## config.mk

```make
export PLATFORM = sky130hd
export DESIGN_NAME = pen_tablet_controller_io_top
export DESIGN_NICKNAME = d
export VERILOG_FILES = /design/src/tpc_pkg.sv /design/src/tpc_scale.sv /design/src/tpc_core.sv /design/src/pen_tablet_controller_io_top.sv
export SDC_FILE = /design/constraint.sdc
export NUM_CORES = 1
export LEC_CHECK = 0
export BUFFER_PORTS_ARGS = -buffer_cell sky130_fd_sc_hd__buf_2
export CORE_MARGIN = 1.5
export CORE_UTILIZATION = 30
export DETAILED_ROUTE_END_ITERATION = 7
export GPL_TIMING_DRIVEN = 0
export PLACE_DENSITY_LB_ADDON = 0.2
export SLEW_MARGIN = 20
export SYNTH_ARGS = -nofsm -noshare
export SYNTH_HDL_FRONTEND = slang
export SYNTH_HIERARCHICAL = 1
export SYNTH_SLANG_ARGS = --single-unit
export TNS_END_PERCENT = 100
```

## constraint.sdc

```tcl
create_clock -name clk -period 7.9 [get_ports clk]
set_input_delay 1.58 -clock clk [delete_from_list [all_inputs] [get_ports clk]]
set_output_delay 1.58 -clock clk [all_outputs]
set_load 0.05 [all_outputs]
```

## src/tpc_pkg.sv

```systemverilog
// Shared types, constants and the page register encoding for the pen-tablet controller.
// Used by every module of the block; depends on nothing.
package tpc_pkg;

    typedef enum logic [1:0] {
        CMD_SAMPLE   = 2'd0,
        CMD_READ     = 2'd1,
        CMD_SET_PAGE = 2'd2,
        CMD_UNUSED   = 2'd3
    } cmd_t;

    typedef struct packed {
        cmd_t               cmd;
        logic [7:0]         button_bits;
        logic signed [11:0] pen_x;
        logic signed [11:0] pen_y;
        logic [23:0]        bus_address;
        logic [7:0]         new_page;
    } item_t;

    typedef struct packed {
        logic [7:0] read_data;
        logic       bad_address;
        logic [2:0] page_number;
    } result_t;

    localparam int PAGE_COUNT_DEFAULT = 8;

    localparam logic [23:0] ADDR_MASK  = 24'hFFFFF1;
    localparam logic [23:0] ADDR_MATCH = 24'h800001;

    localparam logic [3:0] PORT_BUTTONS = 4'h3;
    localparam logic [3:0] PORT_X_HIGH  = 4'h5;
    localparam logic [3:0] PORT_X_LOW   = 4'h7;
    localparam logic [3:0] PORT_Y_HIGH  = 4'h9;
    localparam logic [3:0] PORT_Y_LOW   = 4'hB;
    localparam logic [3:0] PORT_PAGE    = 4'hD;

    localparam logic [7:0] BUTTON_FORCE   = 8'h60;
    localparam int         PAGE_DOWN_BIT  = 5;
    localparam int         PAGE_UP_BIT    = 6;
    localparam logic [7:0] BUTTONS_IDLE   = 8'hFF;

    localparam logic [8:0]  X_OFFSET      = 9'h03C;
    localparam logic [12:0] DIV5_MULT     = 13'd6554;
    localparam int          DIV5_SHIFT    = 15;
    localparam logic [10:0] Y_BAND        = 11'd240;
    localparam logic [11:0] Y_LOW_OFFSET  = 12'h1FC;
    localparam logic [11:0] Y_HIGH_OFFSET = 12'h2F8;

    function automatic logic [7:0] page_therm(input logic [2:0] page);
        logic [7:0] code;
        case (page)
            3'd0:    code = 8'h00;
            3'd1:    code = 8'h01;
            3'd2:    code = 8'h03;
            3'd3:    code = 8'h07;
            3'd4:    code = 8'h0F;
            3'd5:    code = 8'h1F;
            default: code = 8'h3F;
        endcase
        return code;
    endfunction

endpackage

```

## src/tpc_scale.sv

```systemverilog
// Pen position scaling: x divided by five plus an offset, y moved into two bands.
// Depends on tpc_pkg.
module tpc_scale (
    input  logic signed [11:0] pen_x,
    input  logic signed [11:0] pen_y,
    output logic [8:0]         scaled_x,
    output logic [11:0]        scaled_y
);

    logic        offscreen;
    logic [10:0] x_mag;
    logic [10:0] y_mag;
    logic [23:0] x_prod;
    logic [8:0]  x_quot;

    assign offscreen = pen_x[11] | pen_y[11];
    assign x_mag     = pen_x[10:0];
    assign y_mag     = pen_y[10:0];

    // Multiplication by the reciprocal of five is exact over the whole non-negative range.
    assign x_prod = 24'(x_mag) * 24'(tpc_pkg::DIV5_MULT);
    assign x_quot = x_prod[tpc_pkg::DIV5_SHIFT +: 9];

    always_comb
    begin
        if (offscreen)
        begin
            scaled_x = '0;
            scaled_y = '0;
        end
        else
        begin
            scaled_x = x_quot + tpc_pkg::X_OFFSET;
            if (y_mag < tpc_pkg::Y_BAND)
            begin
                scaled_y = 12'(y_mag) + tpc_pkg::Y_LOW_OFFSET;
            end
            else
            begin
                scaled_y = 12'(y_mag) - 12'(tpc_pkg::Y_BAND) + tpc_pkg::Y_HIGH_OFFSET;
            end
        end
    end

endmodule

```

## src/tpc_core.sv

```systemverilog
// Controller state, page stepping and bus address decode for one transaction.
// Depends on tpc_pkg and tpc_scale.
module tpc_core #(
    parameter int PAGE_COUNT = tpc_pkg::PAGE_COUNT_DEFAULT
) (
    input  logic             clk,
    input  logic             rst_n,
    input  logic             advance,
    input  tpc_pkg::item_t   item,
    output tpc_pkg::result_t result
);

    logic [7:0]  button_latch_reg;
    logic [7:0]  button_latch_next;
    logic [7:0]  prev_buttons_reg;
    logic [7:0]  prev_buttons_next;
    logic [2:0]  page_reg;
    logic [2:0]  page_next;
    logic [8:0]  scaled_x_reg;
    logic [8:0]  scaled_x_next;
    logic [11:0] scaled_y_reg;
    logic [11:0] scaled_y_next;

    logic [8:0]  sample_x;
    logic [11:0] sample_y;
    logic [2:0]  page_stepped;
    logic [2:0]  page_sample;
    logic        down_edge;
    logic        up_edge;
    logic        addr_match;
    logic [7:0]  read_byte;
    logic        read_ok;

    tpc_scale u_scale (
        .pen_x    (item.pen_x),
        .pen_y    (item.pen_y),
        .scaled_x (sample_x),
        .scaled_y (sample_y)
    );

    assign down_edge = prev_buttons_reg[tpc_pkg::PAGE_DOWN_BIT]
                     & ~item.button_bits[tpc_pkg::PAGE_DOWN_BIT];
    assign up_edge   = prev_buttons_reg[tpc_pkg::PAGE_UP_BIT]
                     & ~item.button_bits[tpc_pkg::PAGE_UP_BIT];

    assign page_stepped = (down_edge && page_reg < 3'(PAGE_COUNT - 1)) ? page_reg + 3'd1
                                                                       : page_reg;
    assign page_sample  = (up_edge && page_stepped != 3'd0) ? page_stepped - 3'd1
                                                            : page_stepped;

    assign addr_match = (item.bus_address & tpc_pkg::ADDR_MASK) == tpc_pkg::ADDR_MATCH;

    always_comb
    begin
        read_byte = '0;
        read_ok   = 1'b0;
        if (addr_match)
        begin
            read_ok = 1'b1;
            unique case (item.bus_address[3:0])
                tpc_pkg::PORT_BUTTONS: read_byte = button_latch_reg;
                tpc_pkg::PORT_X_HIGH:  read_byte = 8'(scaled_x_reg[8]);
                tpc_pkg::PORT_X_LOW:   read_byte = scaled_x_reg[7:0];
                tpc_pkg::PORT_Y_HIGH:  read_byte = 8'(scaled_y_reg[11:8]);
                tpc_pkg::PORT_Y_LOW:   read_byte = scaled_y_reg[7:0];
                tpc_pkg::PORT_PAGE:    read_byte = tpc_pkg::page_therm(page_reg);
                default:               read_ok   = 1'b0;
            endcase
        end
    end

    always_comb
    begin
        button_latch_next = button_latch_reg;
        prev_buttons_next = prev_buttons_reg;
        page_next         = page_reg;
        scaled_x_next     = scaled_x_reg;
        scaled_y_next     = scaled_y_reg;
        result.read_data   = '0;
        result.bad_address = 1'b0;
        unique case (item.cmd)
            tpc_pkg::CMD_SAMPLE:
            begin
                button_latch_next = item.button_bits | tpc_pkg::BUTTON_FORCE;
                prev_buttons_next = item.button_bits;
                page_next         = page_sample;
                scaled_x_next     = sample_x;
                scaled_y_next     = sample_y;
            end
            tpc_pkg::CMD_READ:
            begin
                result.read_data   = read_byte;
                result.bad_address = ~read_ok;
            end
            tpc_pkg::CMD_SET_PAGE:
            begin
                if (item.new_page < 8'(PAGE_COUNT))
                begin
                    page_next = item.new_page[2:0];
                end
            end
            default:
            begin
            end
        endcase
        result.page_number = page_next;
    end

    always_ff @(posedge clk or negedge rst_n)
    begin
        if (!rst_n)
        begin
            button_latch_reg <= '0;
            prev_buttons_reg <= tpc_pkg::BUTTONS_IDLE;
            page_reg         <= '0;
            scaled_x_reg     <= '0;
            scaled_y_reg     <= '0;
        end
        else if (advance)
        begin
            button_latch_reg <= button_latch_next;
            prev_buttons_reg <= prev_buttons_next;
            page_reg         <= page_next;
            scaled_x_reg     <= scaled_x_next;
            scaled_y_reg     <= scaled_y_next;
        end
    end

endmodule

```

## src/pen_tablet_controller_io_top.sv

```systemverilog
// Pen-tablet controller top level: input register, controller core and result register.
// A transaction passes the input register, then the result register; low out_ready can stall it.
// Throughput is one transaction per cycle; the input register refills while the result is taken.
// Reset clears the valid flags, buttons latch to 0x00, previous buttons to 0xFF, page to 0.
// Depends on tpc_pkg and tpc_core.
module pen_tablet_controller_io_top #(
    parameter int PAGE_COUNT = tpc_pkg::PAGE_COUNT_DEFAULT
) (
    input  logic               clk,
    input  logic               rst_n,
    input  logic               in_valid,
    output logic               in_ready,
    input  logic [1:0]         cmd,
    input  logic [7:0]         button_bits,
    input  logic signed [11:0] pen_x,
    input  logic signed [11:0] pen_y,
    input  logic [23:0]        bus_address,
    input  logic [7:0]         new_page,
    output logic               out_valid,
    input  logic               out_ready,
    output logic [7:0]         read_data,
    output logic               bad_address,
    output logic [2:0]         page_number
);

    tpc_pkg::item_t   item_reg;
    tpc_pkg::item_t   item_next;
    logic             item_valid_reg;
    logic             item_valid_next;
    tpc_pkg::result_t result_reg;
    tpc_pkg::result_t result_next;
    logic             out_valid_reg;
    logic             out_valid_next;
    logic             advance;
    logic             in_fire;

    assign advance  = item_valid_reg & (~out_valid_reg | out_ready);
    assign in_ready = ~item_valid_reg | advance;
    assign in_fire  = in_valid & in_ready;

    always_comb
    begin
        item_next.cmd         = tpc_pkg::cmd_t'(cmd);
        item_next.button_bits = button_bits;
        item_next.pen_x       = pen_x;
        item_next.pen_y       = pen_y;
        item_next.bus_address = bus_address;
        item_next.new_page    = new_page;
    end

    assign item_valid_next = in_fire | (item_valid_reg & ~advance);
    assign out_valid_next  = advance | (out_valid_reg & ~out_ready);

    tpc_core #(
        .PAGE_COUNT (PAGE_COUNT)
    ) u_core (
        .clk     (clk),
        .rst_n   (rst_n),
        .advance (advance),
        .item    (item_reg),
        .result  (result_next)
    );

    always_ff @(posedge clk or negedge rst_n)
    begin
        if (!rst_n)
        begin
            item_valid_reg <= 1'b0;
            out_valid_reg  <= 1'b0;
        end
        else
        begin
            item_valid_reg <= item_valid_next;
            out_valid_reg  <= out_valid_next;
        end
    end

    always_ff @(posedge clk)
    begin
        if (in_fire)
        begin
            item_reg <= item_next;
        end
        if (advance)
        begin
            result_reg <= result_next;
        end
    end

    assign out_valid   = out_valid_reg;
    assign read_data   = result_reg.read_data;
    assign bad_address = result_reg.bad_address;
    assign page_number = result_reg.page_number;

    a_page_in_range: assert property (@(posedge clk) disable iff (!rst_n)
        out_valid |-> (32'(page_number) < PAGE_COUNT))
        else $error("page number beyond the page count");

    a_bad_reads_zero: assert property (@(posedge clk) disable iff (!rst_n)
        (out_valid && bad_address) |-> (read_data == 8'h00))
        else $error("flagged read returned data");

    a_stall_only_on_full: assert property (@(posedge clk) disable iff (!rst_n)
        !in_ready |-> (item_valid_reg && out_valid_reg && !out_ready))
        else $error("input stalled while the pipeline could move");

    a_result_held: assert property (@(posedge clk) disable iff (!rst_n)
        (out_valid && !out_ready) |=> (out_valid && $stable(result_reg)))
        else $error("pending result changed before being taken");

endmodule
```

After elaboration in Yosys (flattened, before gate mapping)
Cells that the tools add are included.

operators by class
  add/sub/neg operators = 6
  multiply operators = 1
  order comparisons = 3
  equal/unequal tests = 14
  mux-type cells = 11
  bitwise operators = 18
  reductions and logical operators = 8

operators with widths
  operator                                                               number
  8-bit one-hot mux with 6 select lines                                  1
  6-bit one-hot mux with 6 select lines                                  1
  12-bit two-way mux                                                     2
  11-bit by 12-bit multiplier with 23-bit output, second input constant  1
  21-bit equality test, second input constant                            1
  11-bit by 9-bit adder with 12-bit output, second input constant        1
  12-bit by 10-bit adder with 12-bit output, second input constant       1
  4-bit equality test, second input constant                             3
  11-bit by 8-bit subtractor with 12-bit output, second input constant   1
  11-bit by 8-bit < comparator with 1-bit output, second input constant  1
  9-bit by 6-bit adder with 9-bit output, second input constant          1
  3-bit two-way mux                                                      3
  9-bit two-way mux                                                      1
  4-bit by 3-bit equality test with 1-bit output, second input constant  2
  8-bit by 4-bit < comparator with 1-bit output, second input constant   1
  1-bit inverter                                                         7
  1-bit bitwise AND                                                      6
  3-bit by 2-bit equality test with 1-bit output, second input constant  2
  3-bit equality test, second input constant                             2
  3-bit one-hot mux with 2 select lines                                  1
  6-bit OR reduction                                                     1
  1-bit bitwise OR                                                       5
  4-bit by 2-bit equality test with 1-bit output, second input constant  1
  2-bit AND reduction                                                    2
  other kinds (11)                                                       13

storage, ports and cells
  register bits = 119
  bits of input ports = 70
  output and inout port bits = 14
  word-level logic and storage cells = 77

Longest topological paths before layout
  word-level depth = 8
  mapped depth = 25
  mapped depth without buffers = 25

Modules after synthesis
Netlist, hierarchy kept.

modules (own cells, without submodules)
  module                        instances  cells each  area an instance (um2)  seq. area each (um2)
  tpc_scale                     1          317         2,707.6                 0.0
  pen_tablet_controller_io_top  1          86          2,446.1                 2,392.3
  tpc_core                      1          205         2,072.0                 828.3

Least setup slack after synthesis
OpenSTA, ideal clock, no wires.

  kind = reg2reg
  start = reg item_reg[53] (netlist bit)
  end = reg u_core.scaled_x_reg[8]
  setup time = 125 ps
  arrival = 5,470 ps
  required time = 7,775 ps
  path slack = 2,305 ps
  cell stages (with the launch flop) = 23
  buffers on the path = 0
  clock period less this slack = 5,595 ps
  path through = edfxtp_1 -> inv_1 -> ha_1 -> inv_1 -> fa_1 -> fa_1 -> inv_1 -> fa_1 -> fa_1 -> inv_1 -> ha_1 -> and3_2 -> a221oi_1 -> o21ai_1 -> a31oi_1 -> xnor2_1 -> inv_1 -> ha_1 -> inv_1 -> o32ai_1 -> a2111o_1 -> a31o_2 -> mux2_2

on the way
  cells in the longest elaborated chain, start to end = 3

RTL lines
  item                                            RTL line                            RTL
  start, declared                                 pen_tablet_controller_io_top.sv:26  tpc_pkg::item_t item_reg;
  start signal, assigned                          pen_tablet_controller_io_top.sv:82  item_reg <= item_next;
  11-bit by 12-bit multiplier with 23-bit output  tpc_scale.sv:21                     assign x_prod = 24'(x_mag) * 24'(tpc_pkg::DIV5_MULT);
  9-bit by 6-bit adder with 9-bit output          tpc_scale.sv:33                     scaled_x = x_quot + tpc_pkg::X_OFFSET;
  9-bit two-way mux                               tpc_scale.sv:26                     if (offscreen)
  named net u_core.sample_x[8]                    tpc_core.sv:24                      logic [8:0] sample_x;
  end signal, assigned                            tpc_core.sv:124                     scaled_x_reg <= scaled_x_next;
  end, declared                                   tpc_core.sv:19                      logic [8:0] scaled_x_reg;

The timed path passes the listed nets, and every way through them passes these cells.
A chain may end at the register's enable or synchronous reset.

Final worst setup path
  start = reg item_reg[47] (netlist bit)
  end = reg u_core.scaled_x_reg[8]

Same word-level chain as after synthesis.

==> flow_summary.toml <==
[power_and_ir_drop]
vdd_drop_max_v = 0.0001485
power.density_nw_per_um2 = 309.0
leakage_nw = 3.821

[sta]
skew_ns = 0.01005
tightest_slew_ns = 0.8738
maxSlewHeadroom_pct = 41.75
setup_ws_ns = 1.760
period_minus_slack_ns = 6.140
fin_tns_setup_ns = 0
finalSetupViolCount = 0
hold_viol = 0
finalMaxSlewViolations = 0
clock.fmax_mhz = 162.9
min_period_over_period_pct = 77.73
rsz0062_at_grt = "false"

[yosys]
synth.ff_latch_count = 113
synth_area_leaders = "edfxtp_1 (32%), ha_1 (14%), dfrtp_1 (11%), fa_1 (8.6%), mux2_2 (4.8%)"
yosysTopAreaCell = "edfxtp_1"
syn_nets = 788
ys_seq_area_share_pct = 44.57
avgSynthCellArea_um2 = 11.88
synth_ff_type = "edfxtp_1"
ys_warn_count = 6
netlist_area_um2 = 7226
synth_cell_type_count = 73
synth.top_cell.area_share_pct = 32.42
yosysMostFrequentCell = "ha_1"
synthCells = 608
synth_edf_count = 78
async_flop_share_pct = 30.97
synth_common_cells = "ha_1 (79), edfxtp_1 (78), inv_1 (78)"

[final_layout]
largest_reg_flops = 66
utilization_pct = 36.73
syn2layout_area_growth_pct = 19.69
drive_gt1_share_pct = 23.65
insertedDiodeCount = 0
fin_nets = 890
n_fill_cell = 2379
seq_area_um2 = 3221
multiInputGateArea_um2 = 3608
stdcell_area_um2 = 8648

[floorplanning]
dieWidth_um = 158.2
boundaryPins = 84
die_h_um = 158.2
die-area_um2 = 25030
rows = 56
core-area_um2 = 23540
initial_core_util_pct = 30.69

[clock_tree]
cts_root_buf = "clkbuf_16"
cts_buffer_depth = 2
h-tree-depth = 4
clk_pin_slew_ns = 0.05
cts_inserted_buffers = 17
cts_setup_buffers = 0
clk_latency_ns = 0.42
clkSinkCount = 113
ctsHoldBuffers = 0
cts_resized = 0
cts_tree = "done"

[place]
place_ws_ns = 1.783
post_dp_cell_area_um2 = 8040
port_buffers = 83
dp_hpwl_um = 11730
gp_congestion = 0.8631

[grt]
grt_max_degree = 67
antenna_found_initial = 0
grt_overflow = 0
grt.met1_usage_pct = 15.08
track_usage_pct = 12.69
met2_usage_pct = 22.19
globalRoute.busiestLayer = "met2"
grt_pass1_wl_um = 24280
grt_pass1_vias = 5051
use_met3_pct = 2.354

[setup_path]
path_class = "reg2reg"
slowest_stage = "fa_1"
start_kind = "flip-flop"
arrival_ns = 6.44
path_max_fanout = 5
rr_worst_depth = 22
slowest_delay_ns = 0.57
end_kind = "flip-flop"
cpMostUsedCell = "inv_1"
cp_cell_sequence = "inv_1 > ha_1 > fa_1 > inv_1 > fa_1 > inv_1 > fa_1 > inv_1 > fa_1 > ha_1 > a21o_2 > a221oi_1 > o21ai_1 > a31oi_1 > xnor2_1 > inv_1 > ha_1 > inv_1 > o32ai_1 > a2111o_1 > a31o_2 > mux2_2"
crit_required_ns = 8.19

[min_path]
hold_path_class = "reg2reg"
hold_depth = 1

[route]
vias = 4811
drt_first_pass_iters = 4
ant_nets = 0
wirelength_um = 14720
wl_per_cell_um = 14.13
viasPerCell = 4.617
drtIter0Drc = 200
post-route-drc-count = 0

[run]
drv_cap = 0

[status]
outcome = "finished clean"
## kinds of logic after synthesis
kind of cell             Yosys count  synth area share [%]
AO/OA/AOI/OAI                     95                 9.282
flip-flops                       113                 44.57
adder cells (fa/ha/maj)          110                 22.27
XOR/XNOR                          20                 2.424
AND/OR/NAND/NOR                  140                 10.30
buffers and inverters             93                 5.489
multiplexers                      37                 5.662
## stage by stage
step                      hold WS, ns  instances  total power, mW
after CTS                      0.4679       1042            2.708
after floorplan                0.4308        608            1.647
final                          0.4640       1042            2.672
after detailed placement       0.4549       1010            1.904
after global routing           0.4867       1042            2.901
after global placement         0.4444       1010            1.887
## final cells by class
type | count | share of cell area, %
buffer | 15 | 1.201
sequential | 113 | 37.24
clock buffer | 18 | 4.962
timing repair buffer | 83 | 4.803
inverter | 78 | 3.385
multi-input combinational | 402 | 41.72
tap | 319 | 4.615
clock inverter | 14 | 2.069
## final timing paths
| path | startpoint | end | slack (ns) |
|---|---|---|---|
| min reg2reg | u_core/button_latch_reg[6] | u_core/button_latch_reg[6] | 0.46 |
| min in group asynchronous | rst_n | out_valid | 1.25 |
| max in group asynchronous | rst_n | u_core/scaled_y_reg[0] | 6.12 |
| max | item_reg[47] | u_core/scaled_x_reg[8] | 1.76 |
| max reg2reg | item_reg[47] | u_core/scaled_x_reg[8] | 1.76 |
| min | u_core/button_latch_reg[6] | u_core/button_latch_reg[6] | 0.46 |
## layer usage
layer	wire, um	vias to the layer above	share of wire (%)
met1	6425	2322	44
met3	521	21	3.5
met5	0	-	0
met4	303	0	2.1
li1	-	2373	-
met2	7473	95	51
## cell usage in the layout, fill, tap and decap left out, drive strengths merged, types with 3 or more instances in the layout
| cell | netlist | final |
|---|---|---|
| buf | 5 | 88 |
| inv | 78 | 82 |
| ha | 79 | 79 |
| edfxtp | 78 | 78 |
| nor2 | 44 | 44 |
| dfrtp | 33 | 33 |
| mux2 | 31 | 31 |
| fa | 31 | 31 |
| a21oi | 27 | 27 |
| clkbuf | 8 | 26 |
| nand2 | 24 | 24 |
| o21ai | 13 | 13 |
| nor2b | 12 | 12 |
| xnor2 | 12 | 12 |
| nor3 | 10 | 10 |
| xor2 | 8 | 8 |
| nand2b | 8 | 8 |
| a211oi | 8 | 8 |
| mux2i | 6 | 6 |
| a22oi | 5 | 5 |
| nor3b | 5 | 5 |
| clkinv | 0 | 5 |
| nand3 | 5 | 5 |
| or2 | 5 | 5 |
| and3 | 5 | 5 |
| nor4 | 4 | 4 |
| o31ai | 4 | 4 |
| nand3b | 4 | 4 |
| a21o | 4 | 4 |
| bufinv | 0 | 3 |
| or4 | 3 | 3 |
| nand4 | 3 | 3 |
| a31oi | 3 | 3 |
| a21boi | 3 | 3 |
| a22o | 3 | 3 |
| a221oi | 3 | 3 |
| and2 | 3 | 3 |
## where the power goes
group / internal (mW) / leakage, nW / switching, mW
clock: 0.500 / 0.290 / 0.280
sequential: 0.714 / 1.19 / 0.0464
combinational: 0.501 / 2.34 / 0.632
## critical path, delay by kind of cell, from the launching register on
family                   cells  cell delay [ns]
adder cells (fa/ha/maj)      7             2.88
buffers and inverters        6             0.44
multiplexers                 1             0.25
AO/OA/AOI/OAI                7             1.83
XOR/XNOR                     1             0.20
flip-flops                   1             0.41
(Power assumes the default switching activity.)
